--- src/hdl/chacha20_keystream_block_macros.svh ---
// Assertion macros shared by the keystream block RTL.
// Expects clk and arst_n in the scope of the module that uses them.
`ifndef CHACHA20_KEYSTREAM_BLOCK_MACROS_SVH
`define CHACHA20_KEYSTREAM_BLOCK_MACROS_SVH

// same-cycle implication, masked during reset
`define CKB_ASSERT_NOW(lbl, ante, cons, msg) \
	lbl: assert property (@(posedge clk) disable iff (!arst_n) (ante) |-> (cons)) \
		else $error(msg);

// next-cycle implication, masked during reset
`define CKB_ASSERT_NEXT(lbl, ante, cons, msg) \
	lbl: assert property (@(posedge clk) disable iff (!arst_n) (ante) |=> (cons)) \
		else $error(msg);

`endif

--- src/hdl/ckb_pkg.sv ---
// Types, constants and round functions for the ChaCha20 keystream block.
// No dependencies; used by ckb_cell, ckb_serializer and the top level.
`default_nettype none

package ckb_pkg;

	localparam logic [31:0] SIGMA0 = 32'h61707865;
	localparam logic [31:0] SIGMA1 = 32'h3320646e;
	localparam logic [31:0] SIGMA2 = 32'h79622d32;
	localparam logic [31:0] SIGMA3 = 32'h6b206574;

	localparam int CFG_IDX_W = 3;
	localparam logic [CFG_IDX_W-1:0] REG_KEY01    = 3'd0;
	localparam logic [CFG_IDX_W-1:0] REG_KEY23    = 3'd1;
	localparam logic [CFG_IDX_W-1:0] REG_KEY45    = 3'd2;
	localparam logic [CFG_IDX_W-1:0] REG_KEY67    = 3'd3;
	localparam logic [CFG_IDX_W-1:0] REG_NONCE_LO = 3'd4;
	localparam logic [CFG_IDX_W-1:0] REG_NONCE_HI = 3'd5;

	localparam int PAIR_W = 3;
	localparam logic [PAIR_W-1:0] LAST_PAIR = 3'd7;

	typedef logic [15:0][31:0] state_t;

	typedef struct packed {
		logic        valid;
		logic [31:0] ctr;
		state_t      st;
	} stage_t;

	typedef struct packed {
		logic [31:0] a;
		logic [31:0] b;
		logic [31:0] c;
		logic [31:0] d;
	} quad_t;

	// first half of a quarter-round: rotates by 16 and 12
	function automatic quad_t qr_first(quad_t q);
		quad_t r;
		logic [31:0] a, b, c, d;
		a = q.a + q.b;
		d = q.d ^ a;
		d = {d[15:0], d[31:16]};
		c = q.c + d;
		b = q.b ^ c;
		b = {b[19:0], b[31:20]};
		r.a = a;
		r.b = b;
		r.c = c;
		r.d = d;
		return r;
	endfunction

	// second half of a quarter-round: rotates by 8 and 7
	function automatic quad_t qr_second(quad_t q);
		quad_t r;
		logic [31:0] a, b, c, d;
		a = q.a + q.b;
		d = q.d ^ a;
		d = {d[23:0], d[31:24]};
		c = q.c + d;
		b = q.b ^ c;
		b = {b[24:0], b[31:25]};
		r.a = a;
		r.b = b;
		r.c = c;
		r.d = d;
		return r;
	endfunction

	function automatic state_t build_init(
		logic [63:0] k01, logic [63:0] k23, logic [63:0] k45, logic [63:0] k67,
		logic [63:0] n_lo, logic [31:0] n_hi, logic [31:0] ctr);
		state_t s;
		s[0]  = SIGMA0;
		s[1]  = SIGMA1;
		s[2]  = SIGMA2;
		s[3]  = SIGMA3;
		s[4]  = k01[31:0];
		s[5]  = k01[63:32];
		s[6]  = k23[31:0];
		s[7]  = k23[63:32];
		s[8]  = k45[31:0];
		s[9]  = k45[63:32];
		s[10] = k67[31:0];
		s[11] = k67[63:32];
		s[12] = ctr;
		s[13] = n_lo[31:0];
		s[14] = n_lo[63:32];
		s[15] = n_hi;
		return s;
	endfunction

endpackage

`default_nettype wire

--- src/hdl/ckb_cell.sv ---
// One cell of the round chain: half a quarter-round on all four columns or diagonals.
// Depends on ckb_pkg.
`default_nettype none

module ckb_cell #(
	parameter bit DIAG   = 1'b0,
	parameter bit SECOND = 1'b0
) (
	input  wire logic            clk,
	input  wire logic            arst_n,
	input  wire logic            en,
	input  wire ckb_pkg::stage_t in_stage,
	output ckb_pkg::stage_t      out_stage
);
	import ckb_pkg::*;

	localparam int SH = DIAG ? 1 : 0;

	logic        valid_q;
	logic [31:0] ctr_q;
	state_t      st_q;
	state_t      nxt;

	always_comb begin
		logic [3:0] ia, ib, ic, id;
		quad_t q, r;
		nxt = in_stage.st;
		for (int g = 0; g < 4; g++) begin
			ia = 4'(g);
			ib = 4'(4 + ((g + SH) & 3));
			ic = 4'(8 + ((g + 2 * SH) & 3));
			id = 4'(12 + ((g + 3 * SH) & 3));
			q.a = in_stage.st[ia];
			q.b = in_stage.st[ib];
			q.c = in_stage.st[ic];
			q.d = in_stage.st[id];
			r = SECOND ? qr_second(q) : qr_first(q);
			nxt[ia] = r.a;
			nxt[ib] = r.b;
			nxt[ic] = r.c;
			nxt[id] = r.d;
		end
	end

	always_ff @(posedge clk or negedge arst_n) begin
		if (!arst_n) begin
			valid_q <= 1'b0;
		end else if (en) begin
			valid_q <= in_stage.valid;
		end
	end

	always_ff @(posedge clk) begin
		if (en) begin
			ctr_q <= in_stage.ctr;
			st_q  <= nxt;
		end
	end

	assign out_stage.valid = valid_q;
	assign out_stage.ctr   = ctr_q;
	assign out_stage.st    = st_q;

endmodule

`default_nettype wire

--- config.mk ---
export PLATFORM = sky130hd
export DESIGN_NAME = ckb_cell
export DESIGN_NICKNAME = d
export VERILOG_FILES = /design/src/hdl/chacha20_keystream_block_macros.svh /design/src/hdl/ckb_pkg.sv /design/src/hdl/ckb_cell.sv
export SDC_FILE = /design/constraint.sdc
export NUM_CORES = 1
export LEC_CHECK = 0
export ABC_CLOCK_PERIOD_IN_PS = 1100
export BUFFER_PORTS_ARGS = -buffer_cell sky130_fd_sc_hd__clkbuf_2
export CAP_MARGIN = 40
export CORE_AREA = 8 8 416 418
export CTS_CLUSTER_SIZE = 24
export DETAILED_ROUTE_END_ITERATION = 16
export DIE_AREA = 0 0 424 426
export PLACE_DENSITY = 0.46
export SLEW_MARGIN = 5
export SYNTH_ARGS = -nofsm -noshare
export SYNTH_HDL_FRONTEND = slang
export SYNTH_SLANG_ARGS = --single-unit
--- constraint.sdc ---
create_clock -name clk -period 1.1 [get_ports clk]
set_clock_uncertainty 0.05 [all_clocks]
set_input_delay 0.055 -clock clk [delete_from_list [all_inputs] [get_ports clk]]
set_output_delay 0.055 -clock clk [all_outputs]
set_load 0.05 [all_outputs]
==> results.cfg <==
[layout]
final_cell_mix = buf_4 (1112), clkbuf_2 (1061), edfxtp_1 (544)
drive_above_1_share = 0.597
final_common_cell = buf_4
fin_area_um2 = 58800
fill_cells = 16900
finalNonFillerCells = 7331
multi_input_area_um2 = 19000
area_delta_synth_final_pct = 90.9
regArea_um2 = 16400
finalNetCount = 5844

[clock_tree]
cts_tree = done
cts_inserted_buffers = 74
h-tree-depth = 3
clk_latency_ps = 680
max-clock-path-buffers = 3
clk_pin_slew_ps = 50
clock-root-buffer = clkbuf_16
cts.sinks = 545

[sta]
setup_viol = 1026
hold_slack_ps = -341
max_freq_ghz = 0.216
fin_ws_ps = -3530
rsz0062_at_grt = true
slew_headroom = 0.423
slew_viol_final = 0
period_minus_slack_ps = 4630
tightest_slew_ps = 859
finalCritPeriodShare = 4.21
hold_viol_final = 164

[placement]
place_congestion = 0.974
post-place-ws_ps = -4700
place_area_um2 = 48700
numPlacedInstances = 6844
io_buffers = 1092
place_hpwl_um = 151000

[floorplan]
ios = 1093
core_um2 = 166000
die_h_um = 426
die-area_um2 = 181000
start_util = 0.185
die_x_um = 424
num_rows = 150

[critical_path]
regToRegStartpoint = valid_q
cp-endpoint = out_stage[191]
critPathKind = in2reg
regToRegSetupSlack_ps = 260
max_stage_delay_ps = 370
crit_path_end_kind = flop
critPathSlowestCell = fa_2
r2r-end = valid_q
path_max_fanout = 4
rr_worst_depth = 1
critical_path_required_ps = 1470
startpoint_type = input pin
crit_start = in_stage[161]
worstPathArrival_ps = 5000
cpMostUsedCell = a21o_1

[yosys]
syn_area_um2 = 30800
yosysUniqueCellTypes = 82
synth_area_leader_cell = edfxtp_1
ys_ff_latch = 545
synth-async-reset-ratio = 0.00183
synthTopCellsByArea = edfxtp_1 (53%), ha_1 (10%), xor2_1 (9.0%)
yosysTopAreaCellShare = 0.530
synth_warnings = 0
ys_seq_area_frac = 0.531
synth_ff_type = edfxtp_1
avgSynthCellArea_um2 = 12.6
synth_edf_count = 544
netlist_instances = 2439
syn-num-nets = 3243

[power]
switching_share = 0.448
p_int_mw = 77.2
combPwrFrac = 0.581
pwr-share-seq = 0.242
p_per_area_nw_per_um2 = 2380
p_switching_mw = 62.7
clkPwrFrac = 0.177
leakagePower_nw = 26.6
max-vdd-ir-drop_uv = 1550

[route]
drc_errors = 0
drtAntennaViolNets = 0
vias = 31200
drt_first_pass_iters = 5
drt-initial-drc-count = 2014
vias_per_cell = 4.25
wire_per_inst_um = 24.5
routed_wl_um = 180000

[grt]
grt_overflow = 0
grt_pass1_wl_um = 243000
grt_max_degree = 44
antenna_found_initial = 40
grt_pass1_vias = 32300
grt_usage = 0.188

[worst_hold_path]
hold_class = in2reg

[run]
cap_violations = 0

[run_status]
status = finished, violations left
violations = negative hold slack, negative setup slack
==> Yosys cell counts, drive strengths merged, types with 23 or more instances <==
| library cell | count |
|---|---|
| edfxtp | 544 |
| xor2 | 315 |
| ha | 248 |
| a21oi | 210 |
| xnor2 | 181 |
| a21o | 152 |
| o21ai | 116 |
| nor2 | 88 |
| nand2 | 83 |
| inv | 64 |
| nand3 | 35 |
| o21a | 30 |
| a31oi | 29 |
| nand2b | 29 |
| nand4 | 29 |
| nor2b | 27 |
| o21bai | 23 |
==> cell families after synthesis <==
group                    synth area share
multiplexers                     0.000365
flip-flops                          0.531
AND/OR/NAND/NOR                    0.0605
AO/OA/AOI/OAI                       0.145
buffers and inverters              0.0109
XOR/XNOR                            0.146
adder cells (fa/ha/maj)             0.106
==> routing by layer <==
layer  wire length [um]  vias to the layer above  global-route usage  share of wire
li1                   -                    14400                   -              -
met1              73200                    15500               0.231           0.41
met2              89800                     1025               0.322           0.50
met3               9800                      240              0.0342          0.055
met4               6660                        4              0.0798          0.037
met5                 27                        -                   0        0.00015
==> sequential cells by signal, summed over array words and instances (netlist names) <==
signal / count
out_stage: 512
ctr_q: 32
valid_q: 1
==> power by group through the flow <==
| stage | clock [mW] | combinational [mW] | sequential [mW] |
|---|---|---|---|
| after floorplan | 0 | 18.4 | 53.4 |
| after global routing | 26.1 | 84.9 | 34.3 |
| after CTS | 25.6 | 77.4 | 34.0 |
| after global placement | 0 | 68.8 | 34.3 |
| final | 24.8 | 81.3 | 33.9 |
| after detailed placement | 0 | 68.9 | 34.3 |
==> worst min-delay path by stage <==
| stage | start | end | depth (start not counted) |
|---|---|---|---|
| floorplan | arst_n | valid_q | 0 |
| global placement | arst_n | valid_q | 1 |
| detailed placement | arst_n | valid_q | 1 |
| CTS | in_stage[134] | out_stage[146] | 2 |
| global route | in_stage[130] | out_stage[142] | 2 |
| finish | in_stage[130] | out_stage[142] | 2 |
==> worst max-delay path, delay by kind of cell <==
kind	cells	cell delay, ps
simple gates	1	100
compound gates	15	2970
xor+xnor	4	660
buf+inv	4	620
fa+ha+maj	2	580
==> layout make-up <==
type / count / area share
Clock inverter: 47 / 0.00823
Tap cell: 2204 / 0.0469
Clock buffer: 86 / 0.0330
Multi-Input combinational cell: 1806 / 0.323
Inverter: 64 / 0.00413
Timing Repair Buffer: 2549 / 0.305
Sequential cell: 545 / 0.278
Antenna cell: 30 / 0.00128
==> metrics by stage <==
stage          utilization  TNS (ps)  hold slack [ps]  total power, mW
2_1_floorplan            -   -869960             -291             71.7
3_3_place_gp         0.293  -1314540             -216              103
3_5_place_dp         0.293  -1317470             -217              103
4_1_cts              0.342  -1084200             -462              137
5_1_grt              0.354  -1142590             -398              145
6_report             0.354  -1067140             -341              140
==> timing repair <==
action	in CTS	in global routing
pin swaps	348	361
cloned	0	0
gates resized for setup	492	283
setup endpoints to repair	1018	1027
hold buffers	196	4
hold endpoints to repair	956	192
buffers inserted	166	98
(Power assumes the default switching activity.)
