## config.mk

```make
export PLATFORM = sky130hd
export DESIGN_NAME = ckb_serializer
export DESIGN_NICKNAME = d
export VERILOG_FILES = /design/src/hdl/ckb_pkg.sv /design/src/hdl/ckb_serializer.sv
export VERILOG_INCLUDE_DIRS = /design/src /design/src/hdl
export SDC_FILE = /design/constraint.sdc
export NUM_CORES = 1
export LEC_CHECK = 0
export BUFFER_PORTS_ARGS = -buffer_cell sky130_fd_sc_hd__buf_4
export CORE_AREA = 2 2 442 444
export DETAILED_ROUTE_END_ITERATION = 10
export DIE_AREA = 0 0 444 446
export PLACE_DENSITY = 0.49
export REMOVE_ABC_BUFFERS = 1
export SETUP_SLACK_MARGIN = 0.15
export SLEW_MARGIN = 20
export SYNTH_ARGS = -nofsm -noshare
export SYNTH_HDL_FRONTEND = slang
export SYNTH_SLANG_ARGS = --single-unit
export TNS_END_PERCENT = 50
```

## constraint.sdc

```tcl
create_clock -name clk -period 31.9 [get_ports clk]
set_clock_uncertainty 0.15 [all_clocks]
set_input_delay 4.785 -clock clk [delete_from_list [all_inputs] [get_ports clk]]
set_output_delay 4.785 -clock clk [all_outputs]
set_load 0.005 [all_outputs]
```

## src/hdl/chacha20_keystream_block_macros.svh

```systemverilog
// Assertion macros shared by the keystream block RTL.
// Expects clk and arst_n in the scope of the module that uses them.
`ifndef CHACHA20_KEYSTREAM_BLOCK_MACROS_SVH
`define CHACHA20_KEYSTREAM_BLOCK_MACROS_SVH

// same-cycle implication, masked during reset
`define CKB_ASSERT_NOW(lbl, ante, cons, msg) \
	lbl: assert property (@(posedge clk) disable iff (!arst_n) (ante) |-> (cons)) \
		else $error(msg);

// next-cycle implication, masked during reset
`define CKB_ASSERT_NEXT(lbl, ante, cons, msg) \
	lbl: assert property (@(posedge clk) disable iff (!arst_n) (ante) |=> (cons)) \
		else $error(msg);

`endif

```

## src/hdl/ckb_pkg.sv

```systemverilog
// Types, constants and round functions for the ChaCha20 keystream block.
// No dependencies; used by ckb_cell, ckb_serializer and the top level.
`default_nettype none

package ckb_pkg;

	localparam logic [31:0] SIGMA0 = 32'h61707865;
	localparam logic [31:0] SIGMA1 = 32'h3320646e;
	localparam logic [31:0] SIGMA2 = 32'h79622d32;
	localparam logic [31:0] SIGMA3 = 32'h6b206574;

	localparam int CFG_IDX_W = 3;
	localparam logic [CFG_IDX_W-1:0] REG_KEY01    = 3'd0;
	localparam logic [CFG_IDX_W-1:0] REG_KEY23    = 3'd1;
	localparam logic [CFG_IDX_W-1:0] REG_KEY45    = 3'd2;
	localparam logic [CFG_IDX_W-1:0] REG_KEY67    = 3'd3;
	localparam logic [CFG_IDX_W-1:0] REG_NONCE_LO = 3'd4;
	localparam logic [CFG_IDX_W-1:0] REG_NONCE_HI = 3'd5;

	localparam int PAIR_W = 3;
	localparam logic [PAIR_W-1:0] LAST_PAIR = 3'd7;

	typedef logic [15:0][31:0] state_t;

	typedef struct packed {
		logic        valid;
		logic [31:0] ctr;
		state_t      st;
	} stage_t;

	typedef struct packed {
		logic [31:0] a;
		logic [31:0] b;
		logic [31:0] c;
		logic [31:0] d;
	} quad_t;

	// first half of a quarter-round: rotates by 16 and 12
	function automatic quad_t qr_first(quad_t q);
		quad_t r;
		logic [31:0] a, b, c, d;
		a = q.a + q.b;
		d = q.d ^ a;
		d = {d[15:0], d[31:16]};
		c = q.c + d;
		b = q.b ^ c;
		b = {b[19:0], b[31:20]};
		r.a = a;
		r.b = b;
		r.c = c;
		r.d = d;
		return r;
	endfunction

	// second half of a quarter-round: rotates by 8 and 7
	function automatic quad_t qr_second(quad_t q);
		quad_t r;
		logic [31:0] a, b, c, d;
		a = q.a + q.b;
		d = q.d ^ a;
		d = {d[23:0], d[31:24]};
		c = q.c + d;
		b = q.b ^ c;
		b = {b[24:0], b[31:25]};
		r.a = a;
		r.b = b;
		r.c = c;
		r.d = d;
		return r;
	endfunction

	function automatic state_t build_init(
		logic [63:0] k01, logic [63:0] k23, logic [63:0] k45, logic [63:0] k67,
		logic [63:0] n_lo, logic [31:0] n_hi, logic [31:0] ctr);
		state_t s;
		s[0]  = SIGMA0;
		s[1]  = SIGMA1;
		s[2]  = SIGMA2;
		s[3]  = SIGMA3;
		s[4]  = k01[31:0];
		s[5]  = k01[63:32];
		s[6]  = k23[31:0];
		s[7]  = k23[63:32];
		s[8]  = k45[31:0];
		s[9]  = k45[63:32];
		s[10] = k67[31:0];
		s[11] = k67[63:32];
		s[12] = ctr;
		s[13] = n_lo[31:0];
		s[14] = n_lo[63:32];
		s[15] = n_hi;
		return s;
	endfunction

endpackage

`default_nettype wire

```

## src/hdl/ckb_serializer.sv

```systemverilog
// Final feed-forward add and output register; sends a block as eight 64-bit pairs.
// Depends on ckb_pkg and chacha20_keystream_block_macros.svh.
`default_nettype none
`include "chacha20_keystream_block_macros.svh"

module ckb_serializer (
	input  wire logic            clk,
	input  wire logic            arst_n,
	input  wire ckb_pkg::stage_t tail,
	input  wire ckb_pkg::state_t init_st,
	output logic                 take,
	output logic                 out_valid,
	input  wire logic            out_ready,
	output logic [63:0]          keystream_pair,
	output logic [2:0]           pair_index,
	output logic                 last_pair
);
	import ckb_pkg::*;

	logic              busy_q;
	logic [PAIR_W-1:0] pair_q;
	state_t            sum_q;
	logic              last_go;

	assign last_go = busy_q && out_ready && (pair_q == LAST_PAIR);
	assign take    = tail.valid && (!busy_q || last_go);

	always_ff @(posedge clk or negedge arst_n) begin
		if (!arst_n) begin
			busy_q <= 1'b0;
			pair_q <= '0;
		end else if (take) begin
			busy_q <= 1'b1;
			pair_q <= '0;
		end else if (busy_q && out_ready) begin
			if (pair_q == LAST_PAIR) begin
				busy_q <= 1'b0;
			end else begin
				pair_q <= pair_q + 1'b1;
			end
		end
	end

	always_ff @(posedge clk) begin
		if (take) begin
			for (int k = 0; k < 16; k++) begin
				sum_q[k] <= tail.st[k] + init_st[k];
			end
		end
	end

	assign out_valid      = busy_q;
	assign keystream_pair = {sum_q[{pair_q, 1'b1}], sum_q[{pair_q, 1'b0}]};
	assign pair_index     = pair_q;
	assign last_pair      = (pair_q == LAST_PAIR);

	`CKB_ASSERT_NEXT(a_load_starts_block, take, busy_q && (pair_q == '0), "load must restart at pair 0")
	`CKB_ASSERT_NEXT(a_pair_steps, busy_q && out_ready && !last_pair && !take, pair_q == 3'($past(pair_q) + 3'd1), "pair index must step by one")
	`CKB_ASSERT_NEXT(a_drain_ends, last_go && !take, !busy_q, "block must end after last pair")
	`CKB_ASSERT_NOW(a_no_overrun, busy_q && !last_go, !take, "new block loaded over pending pairs")

endmodule

`default_nettype wire

```

==> results by group, run 1 <==
Outcome
  • Status: complete, no violations

Detailed routing
  • DRT Pass-1 Iters: 6
  • DRC errors left: 0
  • Post-DRT Antenna Nets: 0
  • Vias per inst: between 5 and 6
  • Initial DRC Count: 3688
  • Routed WL: approximately 240000 um
  • Vias: approximately 41k
  • WL per Instance: around 30 um

Placement
  • Placed cell count: between 7k and 8k
  • Gpl congestion: 0.951
  • Final HPWL from detailed placement: 211000 um
  • Buffers on Ports: approximately 1.1k

Clocking
  • Hold Buf Count CTS: 0
  • Clk sink count: 516
  • Clk root buf: clkbuf_16
  • Clock transition at path regs: roughly 0.050 ns
  • Clock insertion delay at the later pin of the skew report: 0.66 ns
  • Htree depth: 3
  • Post-CTS Setup Bufs: 0
  • TritonCTS clock tree: built
  • Clock Tree Buf Depth: 3
  • TritonCTS Buffers: 71
  • Post_cts resized: 0

Global route
  • Number of global-route vias before repair: between 30k and 40k
  • Total GRT Usage: between 20% and 30%
  • Pin count of the biggest net entering global routing: about 150
  • Initial antenna violation count: 114
  • GRT Residual Overflow: 0
  • First-pass GRT wire length: roughly 320000 um

STA
  • Max-slew violations: 0
  • Fmax: around 93 MHz
  • Worst-case hold slack: 0.470 ns
  • Tcrit/Tclk final: about a third
  • Final hold viol count: 0
  • Setup violators final: 0
  • RSZ-0062 raised after global routing: no
  • Fin crit period: 10.74 ns
  • Max-slew headroom: 21.9%
  • Slew @ Worst Pin: about 1.2 ns

Finish
  • Nets: a little under 7k
  • Final core occ: roughly 30%
  • Area added between synthesis and finish: 31.0%
  • Non-Filler Instances: approximately 8k
  • Share of cells above drive strength 1: 26.0%
  • Fill cells: between 20k and 25k

Pwr
  • Peak VDD IR: 0.0347 mV
  • Static Leak: between 20 and 25 nW
  • Pwr per Cell Area: about 52 nW/um2

Logic synthesis
  • Main synth FF type: edfxtp_1
  • Number of synthesized flops with an enable pin: slightly above 500
  • Sequential element share of the synthesized area: 35.4%
  • Area contributors post-synth: edfxtp_1 (35%), ha_1 (14%), mux4_2 (6.6%)
  • Asr flop ratio synth: less than 1%
  • Unique masters post-synth: 99
  • Yosys Warn Count: 0
  • Synthesized cell area: 43700 um2
  • Number of synthesized register bits: between 500 and 600
  • Largest area contributor in the netlist: edfxtp_1
  • Synth top area share: 35.2%
  • Mean Syn Cell Area: about 10 um2
  • Mapped Cells: 4278

Floorplan
  • Effective utilization at floorplan: ~23%
  • Die Wd: 444 um
  • Core Area: between 150000 and 200000 um2
  • Site row count: 162
  • Die Y: about 450 um
  • Boundary pin count: between 1k and 1.5k
  • Die area: 198000 um2

Min path
  • Hold WC Path Type: flop to flop

Critical path
  • CP Max Fanout: 3
  • Worst Path Arrival: approximately 5.8 ns
  • WS Path Type: primary input to output pin
  • Crit. End Element: output pin
  • Crit start category: primary input
  • WP data required: 26.97 ns

Run
  • # Max-Cap Violations: 0
worst max-delay path: stages:
cell and delay, ns:
buf_4 0.10, a21boi_0 0.15, nor2b_4 0.50, buf_4 0.24
registers in the layout, indices dropped and copies added (netlist names):
name and cells:
sum_q 512, pair_index 3, out_valid 1
worst paths after layout:
kind | start | endpoint | slack [ns] | cells past startpoint
setup / recovery | out_ready | take | 21.16 | 4
hold / removal | out_valid$_DFFE_PN0P_ | pair_index[2]$_DFFE_PN0P_ | 0.47 | 1
setup reg to reg | pair_index[0]$_DFFE_PN0P_ | sum_q[223]$_DFFE_PP_ | 26.10 | 8
hold reg to reg | out_valid$_DFFE_PN0P_ | pair_index[2]$_DFFE_PN0P_ | 0.47 | 1
max in group asynchronous | arst_n | pair_index[1]$_DFFE_PN0P_ | 27.73 | 1
min in group asynchronous | arst_n | pair_index[0]$_DFFE_PN0P_ | 3.75 | 1
area by class of cell:
| class | instances | area (um2) | area share (%) |
|---|---|---|---|
| flip-flops and latches | 516 | 15500 | 27.0 |
| repair buffers | 1113 | 8370 | 14.6 |
| well taps | 2542 | 3180 | 5.55 |
| inverters | 100 | 377 | 0.657 |
| multi-input cells | 3566 | 27500 | 48.0 |
| diodes | 44 | 110 | 0.192 |
| clock buffers | 87 | 1900 | 3.32 |
| clock inverters | 37 | 348 | 0.607 |
power by group:
part	total (mW)	internal, mW	switching (mW)
Clock	0.801	0.470	0.331
Sequential	0.880	0.835	0.0448
Combinational	1.31	0.542	0.764
Total	2.99	1.85	1.14
Yosys cell counts (all sizes together) (54+ instances only):
master / n
nand2b: 58
xnor2: 306
a21o: 257
nand3: 99
o21ai: 248
o21bai: 64
xor2: 148
clkbuf: 74
a21oi: 398
mux4: 128
inv: 100
a31oi: 54
nand2: 431
ha: 498
edfxtp: 512
nor3: 69
nor2: 242
routing by layer:
metal / vias to the layer above / global-route usage, % / part of all wire (%)
li1: 18600 / - / -
met1: 20200 / 32.8 / 46
met2: 1520 / 36.8 / 45
met3: 352 / 3.82 / 5.6
met4: 32 / 8.21 / 3.8
met5: - / 0 / 0.084
placed cells by master (no fill, tap or decap), types with 23 or more instances in the layout:
cell type	instances
and2_1	26
edfxtp_1	512
nor2_1	242
nand2_1	431
nor3_1	69
a21oi_1	391
and3_1	32
o21ai_0	213
o21a_1	52
clkbuf_16	74
ha_1	498
o21ai_1	34
a211oi_1	49
nor2b_1	42
inv_1	99
a31oi_1	52
o211ai_1	23
mux4_2	128
buf_4	1111
o21bai_1	63
nand4_1	50
xor2_1	148
diode_2	44
a21o_1	257
nand2b_1	58
xnor2_1	306
nand3_1	99
cells by family (layout without fill, tap and decap cells):
logic type               after synthesis  count (layout)  share of synthesized area, %
other                                  0              44                             0
adder cells (fa/ha/maj)              514             514                          15.0
AND/OR/NAND/NOR                     1115            1115                          11.7
AO/OA/AOI/OAI                       1351            1351                          20.4
multiplexers                         132             132                          6.69
XOR/XNOR                             454             454                          9.09
buffers and inverters                196            1337                          1.69
flip-flops                           516             516                          35.4
metrics by stage:
step                      power (mW)  setup TNS, ns  worst slack (ns)  cell area [um2]
after floorplan                 1.65          -1.33             -1.33            43400
after global placement          2.20              0             21.13            54900
after detailed placement        2.20              0             21.14            54900
after CTS                       3.02              0             21.14            57200
after global routing            3.13              0             21.12            57300
final                           2.99              0             21.16            57300
(Power assumes the default switching activity.)
==> run 2, diff against run 1 <==
- PLACE_DENSITY: 0.49 -> 0.48
- clock period: 31.9 -> 10.4 ns (I/O delays scaled with it)
==> results by group, run 2 (synthesis gave the netlist of run 1 again) <==
Finish
  • Most flops, register: sum_q
  • Nets: 6941 (-0.014%)
  • Fill cells: 20.4k (+0.44%)
  • Share of cells above drive strength 1: 26.1% (+0.077 points)
  • Area added between synthesis and finish: 31.3%
  • Max reg flops: 512 (unchanged)
  • Commonest non-fill, non-tap cell in the layout: buf_4
  • Most frequent cells in the layout: buf_4 (1109), edfxtp_1 (512), ha_1 (498), nand2_1 (431), a21oi_1 (391)

Critical path
  • CP Max Fanout: 143 (+140)
  • Crit start category: flop
  • Slowest stage delay, CP: 1.03 ns (+0.53 ns)
  • Worst Path Arrival: 5.61 ns (-0.19 ns)
  • WP data required: 10.54 ns (-16.43 ns)
  • Crit. End Element: flop
  • WS Path Type: flop to flop
  • Critical-path top delay cell: dfrtp_4
  • Reg2reg path depth: 7 (-1)
  • Crit-path cells: ha_1 > ha_1 > a21boi_0 > nor2b_4 > buf_12 > buf_4 > buf_4

Clocking
  • Post_cts resized: 0 (unchanged)
  • TritonCTS clock tree: built
  • Clk sink count: 516 (unchanged)
  • Post-CTS Setup Bufs: 0 (unchanged)
  • Clock Tree Buf Depth: 3 (unchanged)
  • Clock insertion delay at the later pin of the skew report: 0.69 ns (+0.03 ns)
  • Clk root buf: clkbuf_16
  • Hold Buf Count CTS: 0 (unchanged)
  • Clock transition at path regs: 0.06 ns (about the same)
  • Htree depth: 3 (unchanged)
  • TritonCTS Buffers: 72 (+1.4%)

STA
  • Fmax: around 180 MHz
  • Final hold viol count: 0 (unchanged)
  • Max-slew headroom: 26.6% (+4.7 points)
  • Tcrit/Tclk final: 52.6%
  • Max-slew violations: 0 (unchanged)
  • Setup TNS: 0 ns (unchanged)
  • Fin crit period: about 5.5 ns
  • Min setup slack post-route: 4.93 ns (-16.23 ns)
  • RSZ-0062 raised after global routing: no
  • Setup violators final: 0 (unchanged)
  • Slew @ Worst Pin: 1.09 ns (-0.0779 ns)

Detailed routing
  • DRT Pass-1 Iters: 6 (unchanged)
  • Post-DRT Antenna Nets: 0 (unchanged)
  • DRC errors left: 0 (unchanged)
  • Vias: 40.8k (+0.28%)
  • Vias per inst: 5.09 (+0.14%)
  • Routed WL: 241000 um (-1.0%)
  • WL per Instance: 30.0 um (-1.2%)
  • Initial DRC Count: 3552 (-3.7%)

Min path
  • Hold WC Path Type: flop to flop
  • Worst hold stages: 1 (unchanged)

Global route
  • GRT Residual Overflow: 0 (unchanged)
  • Total GRT Usage: 23.4% (-0.16 points)
  • Number of global-route vias before repair: 39.4k (+1.0%)
  • Pin count of the biggest net entering global routing: 144 (-4.6%)
  • Initial antenna violation count: 139 (+22%)
  • First-pass GRT wire length: 322000 um (-0.32%)

Floorplan
  • Core Area: 194000 um2 (unchanged)
  • Boundary pin count: 1130 (unchanged)
  • Site row count: 162 (unchanged)
  • Effective utilization at floorplan: 22.6% (unchanged)
  • Die Wd: 444 um (unchanged)
  • Die Y: 446 um (unchanged)
  • Die area: 198000 um2 (unchanged)

Run
  • # Max-Cap Violations: 0 (unchanged)

Placement
  • Final HPWL from detailed placement: 208000 um (-1.2%)
  • Buffers on Ports: 1097 (unchanged)
  • Gpl congestion: 0.983 (+3.4%)
  • Dpl ws: 4.75 ns (-16.39 ns)

Outcome
  • Status: complete, no violations

Pwr
  • Static Leak: 24.1 nW (+0.27%)
  • Pwr per Cell Area: 161 nW/um2 (+210%)
  • Total power: 9.24 mW (+210%)
  • Peak VDD IR: 0.121 mV (+250%)
-- run 2: power by group --
group / switching (mW) / internal (mW) / total, mW
sequential: 0.162 / 2.56 / 2.72
clock: 1.06 / 1.52 / 2.57
combinational: 2.28 / 1.66 / 3.95
total: 3.50 / 5.74 / 9.24
-- run 2: through the flow --
stage	utilization, %	hold slack, ns	instance area (um2)	cells
finish	29.7	0.475	57400	8016
global route	29.7	0.463	57400	8007
CTS	29.6	0.418	57300	7968
detailed placement	28.4	0.466	54900	7835
global placement	28.4	0.449	54900	7835
floorplan	-	0.414	43400	4182
-- run 2: routing by layer --
metal / up-vias / share of wire [%] / routed length [um] / global-route usage (%)
met2: 1544 / 44 / 106000 / 35.3
met4: 44 / 4.1 / 9890 / 10.9
met3: 340 / 5.7 / 13800 / 4.45
li1: 18600 / - / - / -
met1: 20200 / 46 / 110000 / 32.2
met5: - / 0.12 / 286 / 0
-- run 2: final cells by class --
| cell class | instances | area [um2] | area share (%) |
|---|---|---|---|
| Clock buffer | 86 | 1880 | 3.27 |
| Antenna cell | 48 | 120 | 0.209 |
| Sequential cell | 516 | 15500 | 27.0 |
| Clock inverter | 47 | 500 | 0.871 |
| Timing Repair Buffer | 1111 | 8370 | 14.6 |
| Tap cell | 2542 | 3180 | 5.54 |
| Inverter | 100 | 377 | 0.656 |
| Multi-Input combinational cell | 3566 | 27500 | 47.9 |
-- run 2: critical path: cells and delay by family (launching register included) --
kind	cells	cell delay, ns
flip-flops	1	1.03
AO/OA/AOI/OAI	1	0.18
AND/OR/NAND/NOR	1	0.80
adder cells (fa/ha/maj)	2	0.51
buffers and inverters	3	2.11
-- run 2: worst paths after layout --
check	start	end	slack (ns)
worst max-delay path	pair_index[1]$_DFFE_PN0P_	sum_q[132]$_DFFE_PP_	4.93
worst min-delay path	out_valid$_DFFE_PN0P_	pair_index[0]$_DFFE_PN0P_	0.48
worst max register to register	pair_index[1]$_DFFE_PN0P_	sum_q[132]$_DFFE_PP_	4.93
worst min register to register	out_valid$_DFFE_PN0P_	pair_index[0]$_DFFE_PN0P_	0.48
max in group asynchronous	arst_n	pair_index[1]$_DFFE_PN0P_	9.47
min in group asynchronous	arst_n	out_valid$_DFFE_PN0P_	0.51
